[src/design/rie_pkg.sv]
// Package with types, codes and constants of the instruction execute block.
package rie_pkg;

	localparam int unsigned REG_COUNT_DEF = 16;
	localparam int unsigned MEM_WORDS_DEF = 4096;

	typedef enum logic [4:0] {
		CMD_ADD = 5'd0, CMD_ADDL = 5'd1, CMD_SUB = 5'd2, CMD_SUBL = 5'd3,
		CMD_MUL = 5'd4, CMD_DIV = 5'd5, CMD_AND = 5'd6, CMD_OR = 5'd7,
		CMD_XOR = 5'd8, CMD_CMP = 5'd9, CMD_MOVC = 5'd10, CMD_LOAD = 5'd11,
		CMD_STORE = 5'd12, CMD_LDR = 5'd13, CMD_STR = 5'd14, CMD_BZ = 5'd15,
		CMD_BNZ = 5'd16, CMD_NOP = 5'd17, CMD_HALT = 5'd18
	} cmd_t;

	localparam logic [1:0] STAT_OK = 2'd0;
	localparam logic [1:0] STAT_DIV0 = 2'd1;
	localparam logic [1:0] STAT_ADDR = 2'd2;

	typedef struct packed {
		logic [4:0] command;
		logic [3:0] dest_reg;
		logic [3:0] src1_reg;
		logic [3:0] src2_reg;
		logic [3:0] src3_reg;
		logic signed [31:0] immediate;
		logic [15:0] instr_pc;
	} instr_t;

	typedef struct packed {
		logic write_enable;
		logic [3:0] write_reg;
		logic signed [31:0] write_value;
		logic zero_out;
		logic branch_taken;
		logic [15:0] branch_target;
		logic halted;
		logic [1:0] status;
	} result_t;

	typedef struct packed {
		logic start;
		logic [31:0] num;
		logic [31:0] den;
	} div_req_t;

	typedef struct packed {
		logic done;
		logic [31:0] quot;
	} div_rsp_t;

endpackage

[src/design/rie_div.sv]
// Iterative signed divider, one quotient bit per cycle.
module rie_div import rie_pkg::*; (
	input logic clk,
	input logic arst_n,
	input div_req_t req,
	output div_rsp_t rsp
);
	logic [31:0] rem_q, quo_q, den_q;
	logic [5:0] cnt_q;
	logic busy_q, neg_q, done_q;
	logic [32:0] trial;
	logic [31:0] rsh;

	assign rsh = {rem_q[30:0], quo_q[31]};
	assign trial = {1'b0, rsh} - {1'b0, den_q};

	always_ff @(posedge clk or negedge arst_n) begin
		if (!arst_n) begin
			busy_q <= 1'b0;
			done_q <= 1'b0;
			cnt_q <= '0;
		end else begin
			done_q <= 1'b0;
			if (req.start) begin
				busy_q <= 1'b1;
				cnt_q <= 6'd32;
			end else if (busy_q) begin
				cnt_q <= cnt_q - 6'd1;
				if (cnt_q == 6'd1) begin
					busy_q <= 1'b0;
					done_q <= 1'b1;
				end
			end
		end
	end

	always_ff @(posedge clk) begin
		if (req.start) begin
			rem_q <= '0;
			quo_q <= req.num[31] ? -req.num : req.num;
			den_q <= req.den[31] ? -req.den : req.den;
			neg_q <= req.num[31] ^ req.den[31];
		end else if (busy_q) begin
			if (!trial[32]) begin
				rem_q <= trial[31:0];
				quo_q <= {quo_q[30:0], 1'b1};
			end else begin
				rem_q <= rsh;
				quo_q <= {quo_q[30:0], 1'b0};
			end
		end
	end

	assign rsp.done = done_q;
	assign rsp.quot = neg_q ? -quo_q : quo_q;
endmodule

[config.mk]
export PLATFORM = sky130hd
export DESIGN_NAME = rie_div
export DESIGN_NICKNAME = d
export VERILOG_FILES = /design/src/design/rie_pkg.sv /design/src/design/rie_div.sv
export SDC_FILE = /design/constraint.sdc
export NUM_CORES = 1
export LEC_CHECK = 0
export BUFFER_PORTS_ARGS = -buffer_cell sky130_fd_sc_hd__buf_2
export CAP_MARGIN = 0
export CORE_ASPECT_RATIO = 2
export CORE_UTILIZATION = 45
export DETAILED_ROUTE_END_ITERATION = 8
export GPL_ROUTABILITY_DRIVEN = 0
export HOLD_SLACK_MARGIN = 0.15
export PLACE_DENSITY = 0.72
export SYNTH_ARGS = -nofsm -noshare
export SYNTH_HDL_FRONTEND = slang
export SYNTH_SLANG_ARGS = --single-unit
[constraint.sdc]
create_clock -name clk -period 6.5 [get_ports clk]
set_clock_uncertainty 0.2 [all_clocks]
set_input_delay 0.65 -clock clk [delete_from_list [all_inputs] [get_ports clk]]
set_output_delay 0.65 -clock clk [all_outputs]
set_load 0.01 [all_outputs]
==> results of run 1 <==
## final cells by class
type                            count  area (sq um)  area share
Sequential cell                   104          2770       0.318
Tap cell                          207           259      0.0297
Clock buffer                       11           233      0.0267
Multi-Input combinational cell    706          4660       0.535
Timing Repair Buffer              104           538      0.0618
Clock inverter                      5          57.6     0.00661
Inverter                           50           188      0.0215
## registers in the layout, indices dropped and copies added, names as in the netlist
signal and count:
busy_q 1, cnt_q 6, den_q 32, done_q 1, neg_q 1, quo_q 32, rem_q 31
## power by group through the flow
stage	Sequential (mW)	Clock [mW]	Combinational, mW
finish	0.887	0.545	0.636
global route	0.899	0.586	0.713
CTS	0.885	0.560	0.637
detailed placement	0.899	0	0.634
global placement	0.897	0	0.625
floorplan	0.871	0	0.457
## cell usage after synthesis (3+ instances only)
cell      instances
a311oi_1         20
nand2_1          99
inv_1            50
o31ai_1          22
ha_1             37
nand4_1          11
and2_1            6
dfxtp_1          31
o41ai_2           3
nor2_1           81
clkbuf_1         38
o211ai_1          7
o31a_1            5
o41ai_1          13
or3_4             3
nand2b_1         12
and3_1            4
nand3_1          21
xor2_1           41
o21a_1            7
nor4_1            7
a21o_1           18
edfxtp_1         65
dfrtp_1           8
o21bai_1          4
or2_2             3
nor3_1           17
xnor2_1          76
nor2b_1           4
or4_4             3
a211oi_1          5
or4_1            13
a31oi_1           8
or3_1             7
mux2_2            4
mux2i_1           3
o21ai_0          47
a21oi_1          67
nand4b_1          3
## metrics by stage
stage | total power, mW | area [sq um] | setup WS, ns | utilization
3_5_place_dp | 1.53 | 8410 | 2.53 | 0.499
6_report | 2.07 | 8710 | 2.22 | 0.517
4_1_cts | 2.08 | 8710 | 2.12 | 0.517
2_1_floorplan | 1.33 | 7800 | 3.12 | -
5_1_grt | 2.20 | 8710 | 1.98 | 0.517
3_3_place_gp | 1.52 | 8410 | 2.49 | 0.499
## layout by cell type (no fill, tap or decap), drive strengths merged, types with 5 or more instances in the layout
master  synthesis  final
inv            50     50
o211ai          7      7
a311oi         20     20
nand2b         12     12
nand4          12     12
a31oi           8      8
a21oi          67     67
o31a            5      5
a211oi          5      5
nand3          21     21
nand2          99     99
o41ai          16     16
o31ai          22     22
dfrtp           8      8
xnor2          76     76
xor2           41     41
a21o           18     18
nor2           82     82
nor3           17     17
or3            10     10
or4            16     16
ha             37     37
buf             6    103
edfxtp         65     65
o21ai          49     49
o21a            7      7
clkbuf         38     11
dfxtp          31     31
and2            6      6
nor4            8      8
## metal layers
layer / track usage / share of wire / routed length (microns)
met2: 0.446 / 0.57 / 11200
met3: 0.0242 / 0.025 / 498
met4: 0.143 / 0.053 / 1050
met1: 0.219 / 0.36 / 7090
met5: 0 / 0 / 0
## worst reg2reg max path, cell delays in order, from the launching register on
cell and delay (ns):
edfxtp_1 0.40, inv_1 0.07, ha_1 0.23, fa_1 0.40, nand2b_1 0.17, a21o_1 0.19, a21oi_1 0.28, o21a_1 0.20
o21ai_1 0.18, nand2_1 0.87, nand2_1 0.31, o211ai_1 0.27
## final timing paths
path / from / end / slack, ns / cells past startpoint
worst max-delay path: quo_q[2]$_DFFE_PP_ / rsp[31] / 2.22 / 9
worst min-delay path: rem_q[9]$_SDFFE_PP0P_ / rem_q[10]$_SDFFE_PP0P_ / 0.30 / 2
worst max register to register: quo_q[31]$_DFFE_PP_ / rem_q[11]$_SDFFE_PP0P_ / 2.66 / 11
worst min register to register: rem_q[9]$_SDFFE_PP0P_ / rem_q[10]$_SDFFE_PP0P_ / 0.30 / 2
max in group asynchronous: arst_n / cnt_q[3]$_DFFE_PN0P_ / 5.47 / 2
min in group asynchronous: arst_n / done_q$_DFF_PN0_ / 0.46 / 2
## timing repair
action	in CTS	in global routing
hold endpoints to repair	8	0
hold buffers	1	0
endpoints found under the setup margin	0	0
gates resized for setup	0	0
## cells by family (layout without fill, tap and decap cells)
kind of cell | count (synthesis) | after routing | synth area share
fa+ha+maj | 38 | 38 | 0.0619
flops | 104 | 104 | 0.355
xor+xnor | 117 | 117 | 0.131
buf+inv | 94 | 170 | 0.0465
mux | 7 | 7 | 0.00962
simple gates | 303 | 303 | 0.190
compound gates | 241 | 241 | 0.205
==> impl_results.md, run 1 <==
- Cell-internal power: 1.38 mW
- Syn Inst Count: 904
- Yosys top cell by area: edfxtp_1
- Highest cell delay on the worst timing path: 0.48 ns
- Ratio of cells with drive above 1 in the final layout: 0.142
- Clock power frac: 0.264
- Max cap viols: 0
- ANT cells: 0
- Hold slack: 0.299 ns
- Final setup viols: 0
- Routed wire length: 19900 microns
- Setup crit end kind: output pin
- Most frequent CP cell: nor3_1
- Clock slew at reported path FFs: 0.07 ns
- Max Clk Rate: 0.234 GHz
- Vias per cell: 5.86
- Top-level I/O count: 100
- Cell Chain, Critical Path: nor3_1, nand3_1, or4_1, or3_1, nor3_1, nand2_1, o31ai_1, xnor2_1, buf_2
- GR Util All Layers: 0.230
- # H-tree levels: 3
- Synth-to-layout area growth: 11.7%
- Ys async rst share: 0.0769
- Hold Crit Class: flop to flop
- Post-synth top area share: 0.250
- Crit path max fanout: 5
- Worst slew margin: 0.266
- Worst-skew pair later-pin latency: 0.35 ns
- Setup Buffers After CTS: 0
- Final Cycle Share: 0.659
- DR vias: 6956
- Avg Cell Area, Syn: 8.63 sq um
- VDD IR max: 0.000127 V
- Crit path time final: 4.28 ns
- Setup tns final: 0 ns
- Yosys reg bits: 104
- Logic pwr share: 0.307
- Die H: 188 microns
- Initial antenna violation count: 0
- CTS Buf Count: 9
- Worst path arrival time: 3.43 ns
- Switch Pwr: 0.693 mW
- Clock Tree Root: clkbuf_16
- First-pass GRT wire length: 32100 microns
- RSZ-0062 raised after global routing: false
- Hold Fails Final Rpt: 0
- Number of synthesis warnings: 0
- Initial Utilization: 0.463
- Status: complete, no violations
- CP top delay family: simple AND/OR/NAND/NOR gates
- Total Nets Final: 1080
- Clock sinks: 104
- Post-synth cell types: 62
- Switching share of power: 0.335
- FILL cells: 1617
- Non-Filler Instances: 1187
- Die Wd: 95.1 microns
- CTS tree: done
- Slowest CP cell: or4_1
- Slew Viols, Final: 0
- Largest net degree at the start of global routing: 66
- Clock tree buffer depth: 2
- Seq pwr share: 0.429
- Buf/Inv on CP: 1
- Setup CP Type: flop to output pin
- Row cnt: 67
- Cell Pwr Density: 237 nW/um^2
- Post-Syn Area: 7800 sq um
- WL per Instance: 16.7 microns
- Post-DP HPWL: 15300 microns
- Post-route ant nets: 0
- First-pass DRT Iterations: 4
- Port buffer count: 99
- Post-synthesis sequential area ratio: 0.355
- Worst Tran Pin Value: 1.10 ns
- Initial DRC Count: 207
- Startpoint Class: flop
- Vias in the first global route: 6983
- Leak pwr: 3.55 nW
- GR Overflow Total: 0
- Synth Flop Type: edfxtp_1
- # placed instances: 1170
- Leading post-synthesis cells by cell area: edfxtp_1 25%, xnor2_1 8.5%, dfxtp_1 8.0%
- DRC violations left: 0
- CORE AREA: 16800 sq um
- Required time worst endpoint: 5.65 ns
- Synth Net Count: 1009
- Die area: 17900 sq um
- Post-synth EDFFs: 65
(Power assumes the default switching activity.)
==> inputs of run 2 (changes only) <==
Settings changed: ABC_AREA set to 1, PLACE_DENSITY 0.72 to 0.71.
Clock period 6.5 ns to 4.2 ns, I/O delays scaled along.
==> run 2 against run 1 <==
  * Global-route usage is 4.5 points higher
  * Clock-buffer cell count is 1 lower
  * Clock power is 54% higher
  * Largest cell class unchanged
==> impl_results.md, run 2 <==
- Synth Net Count: 1589 (+57%)
- Most frequent cells in the layout: 458 x nand2_1, 280 x inv_1, 136 x nand3_1, 131 x nor2_1, 99 x buf_2
- Pwr Total: 2.90 mW (+40%)
- Post-synth cell types: 45 (-27%)
- Final setup viols: 0 (unchanged)
- Setup crit start: quo_q[0]$_DFFE_PP_
- WL per Instance: 15.6 microns (-6.9%)
- Post-CTS Resized: 0 (unchanged)
- Synth-to-layout area growth: 10.5%
- Number of synthesis warnings: 0 (unchanged)
- Syn Inst Count: 1484 (+64%)
- Worst Tran Pin Value: 1.13 ns (+0.0350 ns)
- # H-tree levels: 3 (unchanged)
- Hold Fails Final Rpt: 0 (unchanged)
- # placed instances: 1820 (+56%)
- Clock slew at reported path FFs: 0.08 ns (about the same)
- Post-DP HPWL: 23400 microns (+53%)
- Post-Syn Area: 9420 sq um (+21%)
- Largest registers: den_q x32, quo_q x32, rem_q x31
- Initial DRC Count: 403 (+95%)
- Setup Buffers After CTS: 0 (unchanged)
- R2r endpoint: rem_q[3]$_SDFFE_PP0P_
- Clock tree buffer depth: 2 (unchanged)
- CORE AREA: 20500 sq um (+21%)
- DR vias: 9553 (+37%)
- Yosys top cell by area: edfxtp_1
- Die Wd: 104 microns (+9.7%)
- VDD IR max: 0.000170 V (+34%)
- Leading post-synthesis cells by cell area: edfxtp_1 21%, nand2_1 18%, inv_1 11%
- Most frequent cell after synthesis: nand2_1
- Max Clk Rate: 0.307 GHz
- Required time worst endpoint: 3.58 ns (-2.07 ns)
- CTS tree: done
- Leak pwr: 5.52 nW (+55%)
- Reg2Reg Depth: 15 (+4)
- ANT cells: 0 (unchanged)
- Crit path max fanout: 5 (unchanged)
- Top-level I/O count: 100 (unchanged)
- Status: complete, no violations
- Crit path time final: 3.26 ns
- R2R Path Start: quo_q[31]$_DFFE_PP_
- RSZ-0062 raised after global routing: false
- GR Util All Layers: 0.275 (+0.0448)
- FILL cells: 2099 (+30%)
- Hold Buf Count CTS: 2 (+1)
- Register area: 2770 sq um (unchanged)
- Startpoint Class: flop
- Final Util: 0.508 (-0.00867)
- Clock sinks: 104 (unchanged)
- Ys async rst share: 0.0769 (unchanged)
- Setup tns final: 0 ns (unchanged)
- Initial Utilization: 0.460 (-0.00272)
- CTS Buf Count: 9 (unchanged)
- Row cnt: 74 (+10%)
- Top cells by count, synth: 458 x nand2_1, 281 x inv_1, 136 x nand3_1
- Total Nets Final: 1672 (+55%)
- Leading cell type in the layout, fill and taps excluded: nand2_1
- First-pass DRT Iterations: 5 (+1)
- DP Area: 10100 sq um (+20%)
- GR Overflow Total: 0 (unchanged)
- Post-synthesis sequential area ratio: 0.294 (-0.0610)
- Avg Cell Area, Syn: 6.35 sq um (-26%)
- Setup crit end: rsp[22]
- Initial antenna violation count: 2 (+2)
- Vias in the first global route: 9515 (+36%)
- Port buffer count: 99 (unchanged)
- Largest net degree at the start of global routing: 50 (-24%)
- Vias per cell: 5.20 (-11%)
- Synth Flop Type: edfxtp_1
- Hold Crit Class: input pin to flop
- Post-synth top area share: 0.207 (-0.0430)
- Slew Viols, Final: 0 (unchanged)
- DRC violations left: 0 (unchanged)
- Setup CP Type: flop to output pin
- Worst slew margin: 0.243 (-0.0224)
- Layout Cell Area excl Fill: 10400 sq um (+19%)
- Ratio of cells with drive above 1 in the final layout: 0.0935 (-0.0483)
- Non-Filler Instances: 1838 (+55%)
- Worst path arrival time: 2.64 ns (-0.79 ns)
- Max cap viols: 0 (unchanged)
- Routed wire length: 28600 microns (+44%)
- Final Cycle Share: 0.776
- Area of the multi-input gates: 5390 sq um (+16%)
- Cell Pwr Density: 278 nW/um^2 (+17%)
- Yosys reg bits: 104 (unchanged)
- First-pass GRT wire length: 45600 microns (+42%)
- Post-synth EDFFs: 65 (unchanged)
- Worst-skew pair later-pin latency: 0.37 ns (+0.02 ns)
- R2R Setup Slk: 1.17 ns (-1.49 ns)
- Setup crit end kind: output pin
- Die area: 21500 sq um (+20%)
- Post-route ant nets: 0 (unchanged)
- Clock Tree Root: clkbuf_16
- Die H: 207 microns (+9.8%)
[run 2: worst min-delay path by stage]
| stage | start | end | slack (ns) | cells after the start |
|---|---|---|---|---|
| global placement | arst_n | done_q$_DFF_PN0_ | 0.07 | 1 |
| detailed placement | arst_n | done_q$_DFF_PN0_ | 0.07 | 1 |
| finish | req[14] | den_q[14]$_DFFE_PP_ | 0.17 | 2 |
| floorplan | arst_n | busy_q$_DFF_PN0_ | -0.08 | 0 |
| CTS | req[14] | den_q[14]$_DFFE_PP_ | 0.16 | 2 |
| global route | req[27] | den_q[27]$_DFFE_PP_ | 0.16 | 2 |
[run 2: kinds of logic after synthesis]
family,count (synthesis),share of synthesized area
fa+ha+maj,38,0.0513
compound gates,118,0.0678
simple gates,824,0.377
buf+inv,319,0.134
flops,104,0.294
xor+xnor,81,0.0753
[run 2: metrics by stage]
step | setup WS [ns] | hold WS (ns)
detailed placement | 1.19 | 0.0729
global placement | 1.28 | 0.0707
CTS | 0.921 | 0.162
global route | 0.786 | 0.161
finish | 0.941 | 0.172
floorplan | 1.92 | -0.0756
[run 2: where the power goes]
part / total, mW / internal (mW) / switching, mW
sequential: 1.26 / 1.19 / 0.0648
combinational: 0.798 / 0.272 / 0.526
clock: 0.841 / 0.421 / 0.419
[run 2: critical path: stages, from the launching register on]
cell	delay, ns
edfxtp_1	0.43
inv_1	0.12
ha_1	0.25
nand3_1	0.21
nor2_1	0.18
nand2_1	0.07
nor3_1	0.19
nand3_1	0.15
o21ai_0	0.25
xor2_1	0.25
buf_2	0.18
[run 2: area by class of cell]
cell class | instances | area share
clock buffers | 10 | 0.0230
multi-input cells | 1061 | 0.518
flip-flops and latches | 104 | 0.267
clock inverters | 6 | 0.00409
repair buffers | 106 | 0.0532
well taps | 266 | 0.0320
inverters | 285 | 0.103
[run 2: per-layer routing]
layer / up-vias / routed length, microns / GRT usage
li1: 4813 / - / -
met1: 4288 / 9310 / 0.246
met2: 313 / 15600 / 0.536
met3: 135 / 1140 / 0.0342
met4: 4 / 2550 / 0.240
met5: - / 27 / 0
==> inputs of run 3 (changes only) <==
Settings changed: ABC_AREA 1 to 0, PLACE_DENSITY 0.71 to 0.74.
Clock period 4.2 ns to 2.8 ns, I/O delays scaled along.
==> run 3 against run 2 <==
  * The flow now finishes with violations (setup timing)
  * Design area grew 7.0%
  * Critical path type unchanged
  * Largest cell class unchanged
  * Flip-flop and latch count is the same
  * Global-route usage shrank 1.6 points
  * Die area shrank 17%
  * Largest power group is now combinational logic
  * Register-to-register slack lost 1.3 ns
  * Clock-buffer cell count grew 1
  * Via count shrank 17%
==> impl_results.md, run 3 (synthesized netlist as in run 1, its figures left out) <==
- First-pass DRT Iterations: 5 (unchanged)
- Die area: 17900 sq um (-17%)
- Largest net degree at the start of global routing: 55 (+10%)
- WL per Instance: 17.4 microns (+12%)
- RSZ-0062 raised after global routing: true
- Worst-skew pair later-pin latency: 0.36 ns (about the same)
- Post-route ant nets: 0 (unchanged)
- Reg2Reg Depth: 10 (-5)
- Port buffer count: 99 (unchanged)
- Worst path arrival time: 3.05 ns (+0.41 ns)
- Max cap viols: 0 (unchanged)
- Leading cell type in the layout, fill and taps excluded: buf_4
- Row cnt: 67 (-9.5%)
- Hold Fails Final Rpt: 0 (unchanged)
- Slew Viols, Final: 0 (unchanged)
- Total Nets Final: 1266 (-24%)
- First-pass GRT wire length: 36400 microns (-20%)
- Worst Tran Pin Value: 0.858 ns (-0.275 ns)
- Clock slew at reported path FFs: 0.07 ns (about the same)
- Final Cycle Share: 1.26
- Initial antenna violation count: 0 (-2)
- R2r endpoint: rem_q[23]$_SDFFE_PP0P_
- Startpoint Class: flop
- CTS Buf Count: 9 (unchanged)
- Violated checks: setup timing
- Setup crit end kind: output pin
- Pre-CTS setup slack: -0.416 ns (-1.60 ns)
- Initial DRC Count: 285 (-29%)
- Min-delay src: req[7]
- Hold path cells: 3 (+1)
- Final setup viols: 28 (+28)
- Largest registers: den_q x32, quo_q x32, rem_q x31
- Pwr Total: 5.46 mW (+89%)
- DRC violations left: 0 (unchanged)
- Setup CP Type: flop to output pin
- Crit path max fanout: 4 (-1)
- Post-DP HPWL: 16500 microns (-29%)
- R2R Path Start: den_q[1]$_DFFE_PP_
- Die Wd: 95.1 microns (-8.8%)
- Synth-to-layout area growth: 42.7%
- Routed wire length: 23900 microns (-17%)
- Status: finished, violations left
- Ratio of cells with drive above 1 in the final layout: 0.340 (+0.247)
- R2R Setup Slk: -0.11 ns (-1.28 ns)
- Clock Tree Root: clkbuf_16
- CTS tree: done
- Most frequent cells in the layout: 134 x buf_4, 98 x buf_2, 79 x nand2_1, 77 x nor2_1, 74 x xnor2_1
- Die H: 188 microns (-8.9%)
- CORE AREA: 16800 sq um (-18%)
- DR vias: 7975 (-17%)
- Cell Pwr Density: 490 nW/um^2 (+76%)
- Clock sinks: 104 (unchanged)
- Vias per cell: 5.81 (+12%)
- Max Clk Rate: 0.283 GHz
- # H-tree levels: 3 (unchanged)
- Clock tree buffer depth: 2 (unchanged)
- Worst slew margin: 0.426 (+0.182)
- GR Util All Layers: 0.259 (-0.0160)
- Crit path time final: 3.53 ns
- GR Overflow Total: 0 (unchanged)
- Required time worst endpoint: 2.32 ns (-1.26 ns)
- Initial Utilization: 0.463 (+0.00272)
- Hold Crit Class: input pin to flop
- Top-level I/O count: 100 (unchanged)
- Vias in the first global route: 7970 (-16%)
- ANT cells: 0 (unchanged)
- Final WS setup: -0.731 ns (-1.67 ns)
- Hold Path Sink: den_q[7]$_DFFE_PP_
- Leak pwr: 4.69 nW (-15%)
- VDD IR max: 0.000373 V (+120%)
- Setup crit start: quo_q[2]$_DFFE_PP_
run 3: cell types whose count changed in the layout (fill, tap and decap cells not counted), sizes merged, moves of 18 or more:
cell,before,now
a21oi,28,67
inv,285,50
dlygate4sd3,2,40
o31ai,4,22
a311oi,0,20
buf,104,248
nand3b,25,2
o21ai,80,49
nand3,142,21
nor2,136,82
nand2,466,99
xnor2,24,76
run 3: how the worst max path moves through the flow:
stage	to	slack, ns
2_1_floorplan	rsp[28]	-0.11
3_3_place_gp	rsp[28]	-0.35
3_5_place_dp	rsp[29]	-0.42
4_1_cts	rsp[28]	-0.69
5_1_grt	rsp[30]	-0.80
6_report	rsp[25]	-0.73
run 3: report_power, final:
| part | internal, mW | switching [mW] | leakage [nW] | total (mW) |
|---|---|---|---|---|
| sequential | 1.86 | 0.183 | 0.998 | 2.04 |
| clock | 0.785 | 0.575 | 0.150 | 1.36 |
| combinational | 0.971 | 1.09 | 3.54 | 2.06 |
| total | 3.61 | 1.85 | 4.69 | 5.46 |
run 3: worst max-delay path, stage by stage, from the launching register on:
cell	delay, ns
edfxtp_1	0.41
buf_4	0.16
nor3_4	0.17
nand3_1	0.14
or4_4	0.46
or3_4	0.39
or3_4	0.40
o41ai_4	0.24
xnor2_1	0.16
buf_2	0.15
run 3: metrics by stage:
stage,hold WS (ns),area (sq um),TNS [ns],util,instances
6_report,0.159,11100,-10.82,0.661,1373
5_1_grt,0.170,11100,-14.73,0.661,1373
4_1_cts,0.153,10300,-9.77,0.614,1350
3_5_place_dp,-0.0668,9330,-8.43,0.554,1281
3_3_place_gp,-0.0693,9330,-6.30,0.554,1281
2_1_floorplan,-0.216,7860,-0.406,-,904
run 3: layout make-up:
cell class	count	area, sq um
Inverter	50	188
Clock buffer	11	233
Timing Repair Buffer	290	2170
Fill cell	1324	5720
Clock inverter	5	81.3
Sequential cell	104	2770
Multi-Input combinational cell	706	5430
Tap cell	207	259
run 3: what timing repair did:
action	4_1_cts	5_1_grt
endpoints found under the setup margin	49	52
hold buffers	40	0
resized for setup	43	117
buffers inserted	13	24
cloned	0	2
pin swaps	19	42
endpoints found under the hold margin	47	0
run 3: routing by layer:
| metal | up-vias | routed length [microns] | GRT usage |
|---|---|---|---|
| li1 | 3793 | - | - |
| met1 | 3848 | 8100 | 0.237 |
| met2 | 250 | 13700 | 0.511 |
| met3 | 84 | 809 | 0.0291 |
| met4 | 0 | 1240 | 0.158 |
| met5 | - | 0 | 0 |
